==> src/hw/rtl/bmf_pkg.sv <==
// ============================================================================
// bmf_pkg
// Shared constants and types of the binary morphology filter: kernel geometry,
// line-store word layout, register indexes and the records that travel
// between the pipeline stages.
// ============================================================================
package bmf_pkg;

	// Structuring element geometry (square, centered).
	localparam int KERNEL     = 5;
	localparam int HALF       = KERNEL / 2;
	localparam int KMASK_W    = KERNEL * KERNEL;

	// The line store keeps enough rows that the row being written never
	// lands on a row the window still reads.
	localparam int STORE_ROWS = 3 * HALF + 1;
	localparam int SLOT_W     = $clog2(STORE_ROWS);

	// Two-bit pixel code: one bit for "equals full", one for "equals empty".
	localparam int CODE_W     = 2;
	localparam int CODE_FULL  = 0;
	localparam int CODE_EMPTY = 1;

	// Pixel values.
	localparam int PIX_W = 8;
	localparam logic [PIX_W-1:0] PIX_FULL  = 8'hFF;
	localparam logic [PIX_W-1:0] PIX_EMPTY = 8'h00;

	// Register file.
	localparam int CFG_IDX_W = 2;
	localparam int CFG_W     = 25;
	localparam int FW_W      = 11;
	localparam int FH_W      = 13;
	localparam logic [KMASK_W-1:0] KMASK_RESET = 25'd473536;
	localparam logic [FW_W-1:0]    FW_RESET    = 11'd640;
	localparam logic [FH_W-1:0]    FH_RESET    = 13'd480;

	// Row counters: output row stays below the height, input row may run a
	// few rows past it while the frame drains.
	localparam int ROW_W  = FH_W;
	localparam int IROW_W = FH_W + 1;

	// Output queue.
	localparam int OQ_DEPTH = 4;
	localparam int OQ_PTR_W = $clog2(OQ_DEPTH);
	localparam int OQ_LVL_W = $clog2(OQ_DEPTH + 1);

	typedef enum logic [CFG_IDX_W-1:0] {
		REG_MORPH_OP,
		REG_KERNEL_MASK,
		REG_FRAME_WIDTH,
		REG_FRAME_HEIGHT
	} bmf_reg_t;

	typedef enum logic {
		OP_DILATE,
		OP_ERODE
	} bmf_op_t;

	// One line-store word: the codes of every stored row at one column.
	typedef logic [STORE_ROWS-1:0][CODE_W-1:0] bmf_word_t;

	// Per-request control record, decided when the request is taken.
	typedef struct packed {
		logic               wr;
		logic [CODE_W-1:0]  code;
		logic [SLOT_W-1:0]  wr_slot;
		logic               res;
		logic               last;
		bmf_op_t            op;
		logic [SLOT_W-1:0]  out_slot;
		logic [KMASK_W-1:0] mask;
	} bmf_step_t;

	// One result.
	typedef struct packed {
		logic             last;
		logic [PIX_W-1:0] pixel;
	} bmf_result_t;

endpackage

==> src/hw/rtl/bmf_out_queue.sv <==
// ============================================================================
// bmf_out_queue
// Small result queue between the pipeline and the output stream. It absorbs
// every result already in flight when the output stalls.
// ============================================================================
module bmf_out_queue (
	input  logic                            clk,
	input  logic                            arst_n,
	input  logic                            push,
	input  bmf_pkg::bmf_result_t            push_data,
	output logic                            m_tvalid,
	input  logic                            m_tready,
	output bmf_pkg::bmf_result_t            pop_data,
	output logic [bmf_pkg::OQ_LVL_W-1:0]    level
);

	bmf_pkg::bmf_result_t            q_q [bmf_pkg::OQ_DEPTH];
	logic [bmf_pkg::OQ_PTR_W-1:0]    wr_ptr_q;
	logic [bmf_pkg::OQ_PTR_W-1:0]    rd_ptr_q;
	logic [bmf_pkg::OQ_LVL_W-1:0]    level_q;
	logic                            pop;

	assign m_tvalid = (level_q != '0);
	assign pop      = m_tvalid && m_tready;
	assign pop_data = q_q[rd_ptr_q];
	assign level    = level_q;

	// Entry storage.
	always_ff @(posedge clk) begin
		if (push) begin
			q_q[wr_ptr_q] <= push_data;
		end
	end

	// Pointers and fill level.
	always_ff @(posedge clk or negedge arst_n) begin
		if (!arst_n) begin
			wr_ptr_q <= '0;
			rd_ptr_q <= '0;
			level_q  <= '0;
		end else begin
			if (push) begin
				wr_ptr_q <= (wr_ptr_q == bmf_pkg::OQ_PTR_W'(bmf_pkg::OQ_DEPTH - 1))
					? '0 : wr_ptr_q + bmf_pkg::OQ_PTR_W'(1);
			end
			if (pop) begin
				rd_ptr_q <= (rd_ptr_q == bmf_pkg::OQ_PTR_W'(bmf_pkg::OQ_DEPTH - 1))
					? '0 : rd_ptr_q + bmf_pkg::OQ_PTR_W'(1);
			end
			level_q <= level_q + bmf_pkg::OQ_LVL_W'(push) - bmf_pkg::OQ_LVL_W'(pop);
		end
	end

endmodule

==> config.mk <==
export PLATFORM = sky130hd
export DESIGN_NAME = bmf_out_queue
export DESIGN_NICKNAME = d
export VERILOG_FILES = /design/src/hw/rtl/bmf_pkg.sv /design/src/hw/rtl/bmf_out_queue.sv
export SDC_FILE = /design/constraint.sdc
export NUM_CORES = 1
export LEC_CHECK = 0
export ABC_AREA = 1
export BUFFER_PORTS_ARGS = -buffer_cell sky130_fd_sc_hd__buf_2
export CAP_MARGIN = 15
export CORE_ASPECT_RATIO = 0.9
export CORE_MARGIN = 10
export CORE_UTILIZATION = 35
export DETAILED_ROUTE_END_ITERATION = 8
export PLACE_DENSITY_LB_ADDON = 0.12
export SYNTH_ARGS = -nofsm -noshare
export SYNTH_HDL_FRONTEND = slang
export SYNTH_SLANG_ARGS = --single-unit
==> constraint.sdc <==
create_clock -name clk -period 2 [get_ports clk]
set_clock_uncertainty 0.1 [all_clocks]
set_input_delay 0.2 -clock clk [delete_from_list [all_inputs] [get_ports clk]]
set_output_delay 0.2 -clock clk [all_outputs]
set_load 0.02 [all_outputs]
==> impl_metrics.yaml <==
outcome:
  status: "finished, final reports clean"
critical_path:
  worstSetupStartpoint: "level[1]"
  cp_max_fo: 3
  crit_path_end_kind: "flip-flop"
  reg2reg_from: "level[1]"
  r2r_cells: 10
  worstSetupPathType: "flip-flop to flip-flop"
  r2r_end: "level[1]"
  required_ps: 2080
  r2r_slack_ps: 70
  cp_data_arrival_time_ps: 2010
  worstSetupStartpointType: "flip-flop"
clock_tree:
  clock_latency_ps: 280
  htreeDepth: 2
  cts_root_buf: "clkbuf_8"
  cts.sinks: 43
  clock_path_buffers: 2
  path_clk_slew_ps: 70
  cts_buffers: 5
  cts_tree: "done"
die:
  die_w_um: 98.69
  die_h_um: 90.83
  core_mm2: 0.005318
  ios: 26
  die-area_mm2: 0.008964
  core.rowCount: 25
  start_util_pct: 36.68
detailed_routing:
  drt_wl_total_um: 3627
  dr.first_iter.drc_count: 35
  vias: 1142
  drt_pre_antenna_iters: 4
  routedWlPerCell_um: 14.11
  drc: 0
  ant_nets: 0
  via_per_inst: 4.444
timing:
  fin_ws_ps: 68.58
  fin_crit_ps: 1931
  slew_headroom_pct: 70.30
  slew_viol_final: 0
  rsz0062_at_grt: "false"
  worst_pin_slew_ps: 444.9
  setup_violations: 0
  max_clock_freq_mhz: 517.8
  post-route-period-util_pct: 96.57
  hold_viol_final: 0
  fin_hold_ws_ps: 28.03
yosys:
  yosys_warnings: 0
  ys_types: 19
  synthTopCellsByArea: "edfxtp_1, dfrtp_1, o211ai_2"
  ys_ff_latch: 43
  yosysTopAreaCell: "edfxtp_1"
  netlist_instances: 156
  synth_top_area_share_pct: 55.42
  synth_fp_nets: 177
  synth_area_per_cell_um2: 12.50
  ys_seq_area_share_pct: 64.40
  synth_area_mm2: 0.001951
power_and_ir_drop:
  total_power_mw: 3.283
  leakage_nw: 0.9944
  ir_worst_vdd_mv: 0.6523
  power_density_mw_per_mm2: 1439
layout:
  diodes: 0
  finalNetCount: 210
  most-common-layout-cells: "edfxtp_1, nand2_1, inv_1"
  final_layout_size_suffix_gt1_share_pct: 35.26
  final_common_cell: "edfxtp_1"
  area_growth_pct: 16.93
  fin_cells: 257
worst_hold_path:
  hold_end: "q_q[1][0]"
  hold_path_class: "primary input to flip-flop"
  whs_path_depth: 1
  worstHoldStart: "push_data[0]"
run:
  maxCapViolations: 0
global_route:
  grt_max_degree: 40
  grt_overflow: 0
  grt_pass1_vias: 1160
  antenna_found_initial: 0
  grt_pass1_wl_um: 5754
  grtUsageTotal_pct: 8.166
placement:
  dpl_worst_slack_ps: 30.36
  dp_hpwl_um: 2484
  dp_cells: 246
  io_buffers: 25
  place_congestion: 0.7659
## through the flow
stage	util (%)	area [um^2]	TNS [ps]
detailed placement	40.40	2148	0
global placement	40.40	2148	0
finish	42.89	2281	0
global route	42.89	2281	0
CTS	42.28	2248	0
floorplan	-	1961	-32.80
## state kept, by name, indices dropped and copies added (netlist names)
register  flops
q_q          36
level         3
rd_ptr_q      2
wr_ptr_q      2
## what timing repair did
item / in CTS / in global routing
resized for setup: 0 / 5
hold endpoints to repair: 7 / 0
setup buffers: 0 / 2
endpoints found under the setup margin: 0 / 2
hold buffers: 1 / 0
## worst max path at each step
stage	to	slack, ps	depth (start not counted)
floorplan	level[1]	-20	10
global placement	level[1]	70	10
detailed placement	level[1]	30	10
CTS	level[1]	20	10
global route	level[1]	5	10
finish	level[1]	70	10
## power breakdown
| part | switching [mW] | internal, mW |
|---|---|---|
| Combinational | 0.929 | 0.535 |
| Clock | 0.264 | 0.276 |
| Sequential | 0.0965 | 1.18 |
| Total | 1.29 | 1.99 |
## layer usage
| metal | part of all wire (%) | track usage, % |
|---|---|---|
| met5 | 0 | 0 |
| met4 | 1.0 | 2.864 |
| met3 | 6.4 | 3.520 |
| met2 | 47 | 13.10 |
| met1 | 45 | 9.451 |
## Yosys cell counts, drive strengths merged
cell	n
xnor2	1
nor2	3
fa	1
buf	5
o21ai	2
nand3	2
edfxtp	36
xor2	1
inv	31
o211ai	18
dfrtp	7
ha	7
nand2	42
## logic make-up after synthesis
logic type | synth area share (%)
compound gates | 10.01
buf+inv | 8.852
xor+xnor | 0.8982
fa+ha+maj | 5.516
simple gates | 10.33
flops | 64.40
## cell type report
type / count / area (um^2)
Clock inverter: 1 / 3.754
Multi-Input combinational cell: 77 / 546.8
Inverter: 31 / 116.4
Fill cell: 507 / 3037
Sequential cell: 43 / 1259
Tap cell: 67 / 83.83
Timing Repair Buffer: 31 / 185.2
Clock buffer: 7 / 86.33
## critical path, cell delays in order (launching register included)
cell and delay, ps:
dfrtp_2 410, nor2_2 110, nand2_2 70, nand2_2 90, inv_2 50, ha_4 200
inv_1 50, ha_2 160, inv_2 40, fa_2 510, inv_1 40
No activity file was read; power rests on OpenSTA's default activity.
