--- src/hw/rtl/bmf_pkg.sv ---
// ============================================================================
// bmf_pkg
// Shared constants and types of the binary morphology filter: kernel geometry,
// line-store word layout, register indexes and the records that travel
// between the pipeline stages.
// ============================================================================
package bmf_pkg;

	// Structuring element geometry (square, centered).
	localparam int KERNEL     = 5;
	localparam int HALF       = KERNEL / 2;
	localparam int KMASK_W    = KERNEL * KERNEL;

	// The line store keeps enough rows that the row being written never
	// lands on a row the window still reads.
	localparam int STORE_ROWS = 3 * HALF + 1;
	localparam int SLOT_W     = $clog2(STORE_ROWS);

	// Two-bit pixel code: one bit for "equals full", one for "equals empty".
	localparam int CODE_W     = 2;
	localparam int CODE_FULL  = 0;
	localparam int CODE_EMPTY = 1;

	// Pixel values.
	localparam int PIX_W = 8;
	localparam logic [PIX_W-1:0] PIX_FULL  = 8'hFF;
	localparam logic [PIX_W-1:0] PIX_EMPTY = 8'h00;

	// Register file.
	localparam int CFG_IDX_W = 2;
	localparam int CFG_W     = 25;
	localparam int FW_W      = 11;
	localparam int FH_W      = 13;
	localparam logic [KMASK_W-1:0] KMASK_RESET = 25'd473536;
	localparam logic [FW_W-1:0]    FW_RESET    = 11'd640;
	localparam logic [FH_W-1:0]    FH_RESET    = 13'd480;

	// Row counters: output row stays below the height, input row may run a
	// few rows past it while the frame drains.
	localparam int ROW_W  = FH_W;
	localparam int IROW_W = FH_W + 1;

	// Output queue.
	localparam int OQ_DEPTH = 4;
	localparam int OQ_PTR_W = $clog2(OQ_DEPTH);
	localparam int OQ_LVL_W = $clog2(OQ_DEPTH + 1);

	typedef enum logic [CFG_IDX_W-1:0] {
		REG_MORPH_OP,
		REG_KERNEL_MASK,
		REG_FRAME_WIDTH,
		REG_FRAME_HEIGHT
	} bmf_reg_t;

	typedef enum logic {
		OP_DILATE,
		OP_ERODE
	} bmf_op_t;

	// One line-store word: the codes of every stored row at one column.
	typedef logic [STORE_ROWS-1:0][CODE_W-1:0] bmf_word_t;

	// Per-request control record, decided when the request is taken.
	typedef struct packed {
		logic               wr;
		logic [CODE_W-1:0]  code;
		logic [SLOT_W-1:0]  wr_slot;
		logic               res;
		logic               last;
		bmf_op_t            op;
		logic [SLOT_W-1:0]  out_slot;
		logic [KMASK_W-1:0] mask;
	} bmf_step_t;

	// One result.
	typedef struct packed {
		logic             last;
		logic [PIX_W-1:0] pixel;
	} bmf_result_t;

endpackage

--- src/hw/rtl/bmf_ctrl.sv ---
// ============================================================================
// bmf_ctrl
// Register file and raster position tracking. For each request it decides
// whether the pixel is stored, whether a result leaves, whether that result
// ends the frame, and which window cells count for it.
// ============================================================================
module bmf_ctrl #(
	parameter int MAX_WIDTH = 1024
) (
	input  logic                            clk,
	input  logic                            arst_n,
	input  logic                            cfg_we,
	input  logic [bmf_pkg::CFG_IDX_W-1:0]   cfg_index,
	input  logic [bmf_pkg::CFG_W-1:0]       cfg_data,
	input  logic                            accept,
	input  logic [bmf_pkg::PIX_W-1:0]       pixel,
	input  logic                            drain,
	output logic [$clog2(MAX_WIDTH)-1:0]    rd_addr,
	output bmf_pkg::bmf_step_t              step
);

	localparam int COL_W = $clog2(MAX_WIDTH);
	localparam int WW    = $clog2(MAX_WIDTH + 1);
	localparam int CMP_W = (WW > bmf_pkg::FW_W) ? WW : bmf_pkg::FW_W;
	localparam int POS_W = CMP_W + 2;
	localparam int RX_W  = bmf_pkg::ROW_W + 2;

	bmf_pkg::bmf_op_t                  op_q;
	logic [bmf_pkg::KMASK_W-1:0]       kmask_q;
	logic [bmf_pkg::FW_W-1:0]          fw_q;
	logic [bmf_pkg::FH_W-1:0]          fh_q;

	logic [COL_W-1:0]                  in_col_q, in_col_n;
	logic [bmf_pkg::IROW_W-1:0]        in_row_q, in_row_n;
	logic [bmf_pkg::SLOT_W-1:0]        in_slot_q, in_slot_n;
	logic [COL_W-1:0]                  out_col_q, out_col_n;
	logic [bmf_pkg::ROW_W-1:0]         out_row_q, out_row_n;
	logic [bmf_pkg::SLOT_W-1:0]        out_slot_q, out_slot_n;

	logic [CMP_W-1:0]                  w;
	logic [bmf_pkg::FH_W-1:0]          h;
	logic [POS_W-1:0]                  w_p, col_p;
	logic                              past_lag;
	logic                              last_c;
	logic [bmf_pkg::KERNEL-1:0]        rv, cv;

	// Register writes.
	always_ff @(posedge clk or negedge arst_n) begin
		if (!arst_n) begin
			op_q    <= bmf_pkg::OP_DILATE;
			kmask_q <= bmf_pkg::KMASK_RESET;
			fw_q    <= bmf_pkg::FW_RESET;
			fh_q    <= bmf_pkg::FH_RESET;
		end else if (cfg_we) begin
			unique case (bmf_pkg::bmf_reg_t'(cfg_index))
				bmf_pkg::REG_MORPH_OP:     op_q    <= bmf_pkg::bmf_op_t'(cfg_data[0]);
				bmf_pkg::REG_KERNEL_MASK:  kmask_q <= cfg_data[bmf_pkg::KMASK_W-1:0];
				bmf_pkg::REG_FRAME_WIDTH:  fw_q    <= cfg_data[bmf_pkg::FW_W-1:0];
				bmf_pkg::REG_FRAME_HEIGHT: fh_q    <= cfg_data[bmf_pkg::FH_W-1:0];
			endcase
		end
	end

	// Effective frame size: zero acts as one, width is capped by the store.
	always_comb begin
		priority if (fw_q == '0) begin
			w = CMP_W'(1);
		end else if (CMP_W'(fw_q) > CMP_W'(MAX_WIDTH)) begin
			w = CMP_W'(MAX_WIDTH);
		end else begin
			w = CMP_W'(fw_q);
		end
		h = (fh_q == '0) ? bmf_pkg::FH_W'(1) : fh_q;
	end

	// Has the input run far enough ahead (HALF rows plus HALF pixels) for a
	// result to leave? The row-by-row split avoids a multiply; it is written
	// for a half size of two.
	always_comb begin
		w_p   = POS_W'(w);
		col_p = POS_W'(in_col_q);
		priority if (in_row_q == bmf_pkg::IROW_W'(0)) begin
			past_lag = col_p >= ((w_p << 1) + POS_W'(bmf_pkg::HALF));
		end else if (in_row_q == bmf_pkg::IROW_W'(1)) begin
			past_lag = col_p >= (w_p + POS_W'(bmf_pkg::HALF));
		end else if (in_row_q == bmf_pkg::IROW_W'(bmf_pkg::HALF)) begin
			past_lag = col_p >= POS_W'(bmf_pkg::HALF);
		end else if (in_row_q == bmf_pkg::IROW_W'(bmf_pkg::HALF + 1)) begin
			past_lag = (w >= CMP_W'(2)) || (col_p >= POS_W'(1));
		end else begin
			past_lag = 1'b1;
		end
	end

	// The result at or past the last row and column ends the frame.
	assign last_c = (out_row_q >= (h - bmf_pkg::FH_W'(1)))
		&& (CMP_W'(out_col_q) >= (w - CMP_W'(1)));

	// In-frame tests for each window row and column around the output pixel.
	always_comb begin
		logic [RX_W-1:0]  r_t;
		logic [POS_W-1:0] c_t;
		for (int i = 0; i < bmf_pkg::KERNEL; i++) begin
			r_t   = RX_W'(out_row_q) + RX_W'(i) - RX_W'(bmf_pkg::HALF);
			rv[i] = !r_t[RX_W-1] && (r_t < RX_W'(h));
			c_t   = POS_W'(out_col_q) + POS_W'(i) - POS_W'(bmf_pkg::HALF);
			cv[i] = !c_t[POS_W-1] && (c_t < w_p);
		end
	end

	// Control record for this request.
	always_comb begin
		step.wr       = !drain && (bmf_pkg::IROW_W'(h) > in_row_q);
		step.code[bmf_pkg::CODE_FULL]  = (pixel == bmf_pkg::PIX_FULL);
		step.code[bmf_pkg::CODE_EMPTY] = (pixel == bmf_pkg::PIX_EMPTY);
		step.wr_slot  = in_slot_q;
		step.res      = past_lag;
		step.last     = past_lag && last_c;
		step.op       = op_q;
		step.out_slot = out_slot_q;
		for (int i = 0; i < bmf_pkg::KERNEL; i++) begin
			for (int j = 0; j < bmf_pkg::KERNEL; j++) begin
				step.mask[i*bmf_pkg::KERNEL + j] =
					kmask_q[i*bmf_pkg::KERNEL + j] & rv[i] & cv[j];
			end
		end
	end

	assign rd_addr = in_col_q;

	// Next raster positions.
	always_comb begin
		logic [CMP_W-1:0] in_inc;
		logic [CMP_W-1:0] out_inc;
		in_inc  = CMP_W'(in_col_q) + CMP_W'(1);
		out_inc = CMP_W'(out_col_q) + CMP_W'(1);

		in_col_n   = in_col_q;
		in_row_n   = in_row_q;
		in_slot_n  = in_slot_q;
		out_col_n  = out_col_q;
		out_row_n  = out_row_q;
		out_slot_n = out_slot_q;

		if (in_inc >= w) begin
			in_col_n  = '0;
			in_row_n  = in_row_q + bmf_pkg::IROW_W'(1);
			in_slot_n = (in_slot_q == bmf_pkg::SLOT_W'(bmf_pkg::STORE_ROWS - 1))
				? '0 : in_slot_q + bmf_pkg::SLOT_W'(1);
		end else begin
			in_col_n = COL_W'(in_inc);
		end

		if (past_lag) begin
			if (last_c) begin
				// End of frame: everything starts over.
				in_col_n   = '0;
				in_row_n   = '0;
				in_slot_n  = '0;
				out_col_n  = '0;
				out_row_n  = '0;
				out_slot_n = '0;
			end else if (out_inc >= w) begin
				out_col_n  = '0;
				out_row_n  = out_row_q + bmf_pkg::ROW_W'(1);
				out_slot_n = (out_slot_q == bmf_pkg::SLOT_W'(bmf_pkg::STORE_ROWS - 1))
					? '0 : out_slot_q + bmf_pkg::SLOT_W'(1);
			end else begin
				out_col_n = COL_W'(out_inc);
			end
		end
	end

	// Position registers.
	always_ff @(posedge clk or negedge arst_n) begin
		if (!arst_n) begin
			in_col_q   <= '0;
			in_row_q   <= '0;
			in_slot_q  <= '0;
			out_col_q  <= '0;
			out_row_q  <= '0;
			out_slot_q <= '0;
		end else if (accept) begin
			in_col_q   <= in_col_n;
			in_row_q   <= in_row_n;
			in_slot_q  <= in_slot_n;
			out_col_q  <= out_col_n;
			out_row_q  <= out_row_n;
			out_slot_q <= out_slot_n;
		end
	end

endmodule

--- config.mk ---
export PLATFORM = sky130hd
export DESIGN_NAME = bmf_ctrl
export DESIGN_NICKNAME = d
export VERILOG_FILES = /design/src/hw/rtl/bmf_pkg.sv /design/src/hw/rtl/bmf_ctrl.sv
export SDC_FILE = /design/constraint.sdc
export NUM_CORES = 1
export LEC_CHECK = 0
export BUFFER_PORTS_ARGS = -buffer_cell sky130_fd_sc_hd__buf_2
export CAP_MARGIN = 40
export CORE_UTILIZATION = 23
export CTS_CLUSTER_DIAMETER = 200
export DETAILED_ROUTE_END_ITERATION = 10
export PLACE_DENSITY = 0.42
export SYNTH_ARGS = -nofsm -noshare
export SYNTH_HDL_FRONTEND = slang
export SYNTH_SLANG_ARGS = --single-unit
--- constraint.sdc ---
create_clock -name clk -period 4.36 [get_ports clk]
set_input_delay 0.436 -clock clk [delete_from_list [all_inputs] [get_ports clk]]
set_output_delay 0.436 -clock clk [all_outputs]
set_load 0.05 [all_outputs]
==> summary.txt <==
Place
  – Port bufs: 86
  – Post-DP HPWL: 29.3 mm
  – Final RePlAce weighted congestion: 0.815
  – Dpl ws: 0.0837 ns
  – Post-placement cell count: 1949

Global routing
  – Largest net degree at the start of global routing: 42
  – Global-route wire length before repair: 57.1 mm
  – Initial antenna violation count: 5
  – Total grt overflow: 0
  – Vias in the first global route: 9652
  – Total GRT Usage: 0.156

STA
  – RSZ-0062 raised after global routing: true
  – Final WS setup: 0.0463 ns
  – Worst-Margin Slew: 0.763 ns
  – Relative slew slack: 0.490
  – Clk_skew: 0.0164 ns
  – Peak Freq: 232 MHz
  – Worst hold slack: 0.0171 ns
  – Final Hold Fails: 0
  – Final-report max-slew violation count: 0
  – Fin crit period: 4.31 ns
  – Period utilization: 0.989
  – Final setup violation count: 0

Yosys
  – Seq cells post-synth: 103
  – Top FF cell, synth: dfrtp_1
  – Synth top area share: 0.232
  – Synthesized-area fraction occupied by and/or/nand/nor cells: 0.183
  – Sequential area share after synthesis: 0.237
  – Post-Synth XOR/XNOR Area: 0.0944
  – Most common cell in the netlist: ha_1
  – Adder-cell share of the synthesized area: 0.232
  – Mux contribution to synthesized area: 0.0534
  – Compound-cell area share of the yosys netlist: 0.152
  – Post-Syn Instances: 1241
  – Post-synth EDFFs: 0
  – Distinct cells, synth: 75
  – Largest family of logic cells by synthesized area: adder cells
  – Syn Nets: 1484
  – Cell Area, Synth: 10900 sq um
  – Most frequent cells after synthesis: 203 x ha_1, 93 x nand2_1, 88 x dfrtp_1
  – Cell taking the most area after synthesis: ha_1
  – Synthesis Warnings: 0
  – Synth top area cells: ha_1 23%, dfrtp_1 20%, xnor2_1 6.1%, mux2_2 5.2%, dfstp_2 3.6%
  – Post-synth ARST share: 1.00
  – Synthesized area per cell: 8.82 sq um

Job
  – Max cap viols: 0

Power and ir drop
  – Internal power: 3660 uW
  – Register share of total power: 0.202
  – Power Total: 7610 uW
  – Clock Power Share: 0.117
  – Logic gate share of total power: 0.681
  – VDD IR-drop max: 0.000310 V
  – Pleak: 0.00609 uW
  – Sw Ratio: 0.519
  – Pwr dens: 583 nW/um^2
  – P_sw: 3950 uW

Cells and area
  – Post-route insts no fill: 1974
  – Area grow syn2layout: 19.2%
  – Diodes inserted: 0
  – Share of layout cells above drive strength 1: 0.221
  – Fin nets: 1605
  – Fin util: 0.279

Routing
  – Antenna-violating nets left: 0
  – DR pass1 iterations: 8
  – DRC viols: 8
  – Initial DRC count: 523
  – WL per Instance: 18.6 um
  – Vias/cell: 4.90
  – Final WL: 36.7 mm
  – Via Count: 9674

Floorplan
  – Initial core utilization: 0.234
  – IO Pins: 87
  – Die X: 220 um
  – Core Area: 46800 sq um
  – Rows: 79
  – DIE HEIGHT: 220 um
  – Die ar.: 48500 sq um

Outcome
  – Failing checks: DRC
  – Outcome: finished, violations left

Clock network
  – Root buffer cell: clkbuf_16
  – Skew-Pair Late Insertion Delay: 0.39 ns
  – Clock-pin slew on the worst setup and hold paths: 0.09 ns
  – CTS tree: built
  – Worst-case clock buffer depth: 2
  – Hold Buf Count CTS: 0
  – Sink Count: 103
  – CTS Buf Count: 9
  – H-Tree Depth: 3

Worst setup path
  – Crit path DAT: 3.88 ns
  – Crit. End Element: primary output
  – CP Data Required Time: 3.92 ns
  – Crit-path max FO: 9
  – Critical path startpoint category: flip-flop
  – Crit Path Class: reg -> out

Worst hold path
  – HP Class: in -> async
## area by class of cell
| class | count | area (sq um) |
|---|---|---|
| clock buffer | 10 | 229 |
| clock inverter | 6 | 77.6 |
| fill | 5017 | 33700 |
| inverter | 72 | 270 |
| multi-input combinational | 1008 | 8000 |
| sequential | 103 | 2600 |
| tap | 607 | 759 |
| timing repair buffer | 168 | 1110 |
## cells in the final DEF, fill, tap and decap left out, drive strengths merged, types with 16 or more instances in the layout
| master | n |
|---|---|
| nor2 | 84 |
| nor4 | 19 |
| inv | 74 |
| xor2 | 42 |
| xnor2 | 76 |
| and3 | 37 |
| ha | 203 |
| a21o | 18 |
| mux2 | 51 |
| dfrtp | 88 |
| a31oi | 16 |
| nand2 | 93 |
| nor3 | 21 |
| nand3 | 55 |
| buf | 158 |
| o21ai | 44 |
| clkbuf | 20 |
| nor2b | 19 |
| a21oi | 51 |
| nand4 | 19 |
## sequential cells by signal, indices dropped and copies added (netlist names)
signal and count:
fh_q 13, fw_q 11, in_row_q 14, in_slot_q 3, kmask_q 25, op_q 1
out_col_q 10, out_row_q 13, out_slot_q 3, rd_addr 10
## power by group through the flow
stage	combinational, uW	clock, uW	sequential, uW
finish	5180	892	1540
floorplan	3370	0	1570
CTS	5120	933	1530
detailed placement	5080	0	1540
global placement	5050	0	1540
global route	5790	960	1580
## through the flow
stage               instance area [sq um]  setup TNS [ns]
floorplan                           10900               0
global placement                    12500               0
detailed placement                  12500               0
CTS                                 12800         -0.0391
global route                        13100         -0.0457
finish                              13100               0
## layer usage
metal	share of wire	GRT usage	wire length, um
met1	0.48	0.209	17500
met2	0.48	0.263	17500
met3	0.032	0.0214	1180
met4	0.015	0.0361	553
met5	0	0	0
## cell families (layout without fill, tap and decap cells)
family | count (synthesis) | in the layout
buffers and inverters | 130 | 256
DFF | 103 | 103
adders and majority gates | 203 | 203
xor gates and xnor gates | 118 | 118
muxes | 52 | 52
and+or+nand+nor | 397 | 397
AOI/OAI and AO/OA | 238 | 238
## final timing paths
kind | startpoint | endpoint | slack [ns] | depth (start not counted)
max reg2reg | fw_q[5] | out_col_q[4] | 0.25 | 14
min reg2reg | kmask_q[14] | kmask_q[14] | 0.50 | 1
min | arst_n | rd_addr[7] | 0.02 | 1
max in group asynchronous | arst_n | out_col_q[4] | 3.27 | 2
min in group clk | cfg_data[13] | kmask_q[13] | 0.28 | 2
max | fw_q[5] | step[29] | 0.05 | 13
## critical path: stages, from the launching register on
cell       delay, ns
dfrtp_1         0.39
or4_4           0.58
o41ai_4         0.24
buf_6           0.20
buf_4           0.13
ha_1            0.22
nand2b_1        0.15
a2111oi_1       0.61
buf_4           0.21
o31ai_1         0.09
o2111a_1        0.17
a311oi_4        0.27
nor2_4          0.07
buf_6           0.16
## timing repair
item / CTS / global route
pin swaps: 2 / 8
setup buffers: 2 / 7
resized for setup: 9 / 52
setup endpoints to repair: 8 / 61
No activity file was read; power rests on OpenSTA's default activity.
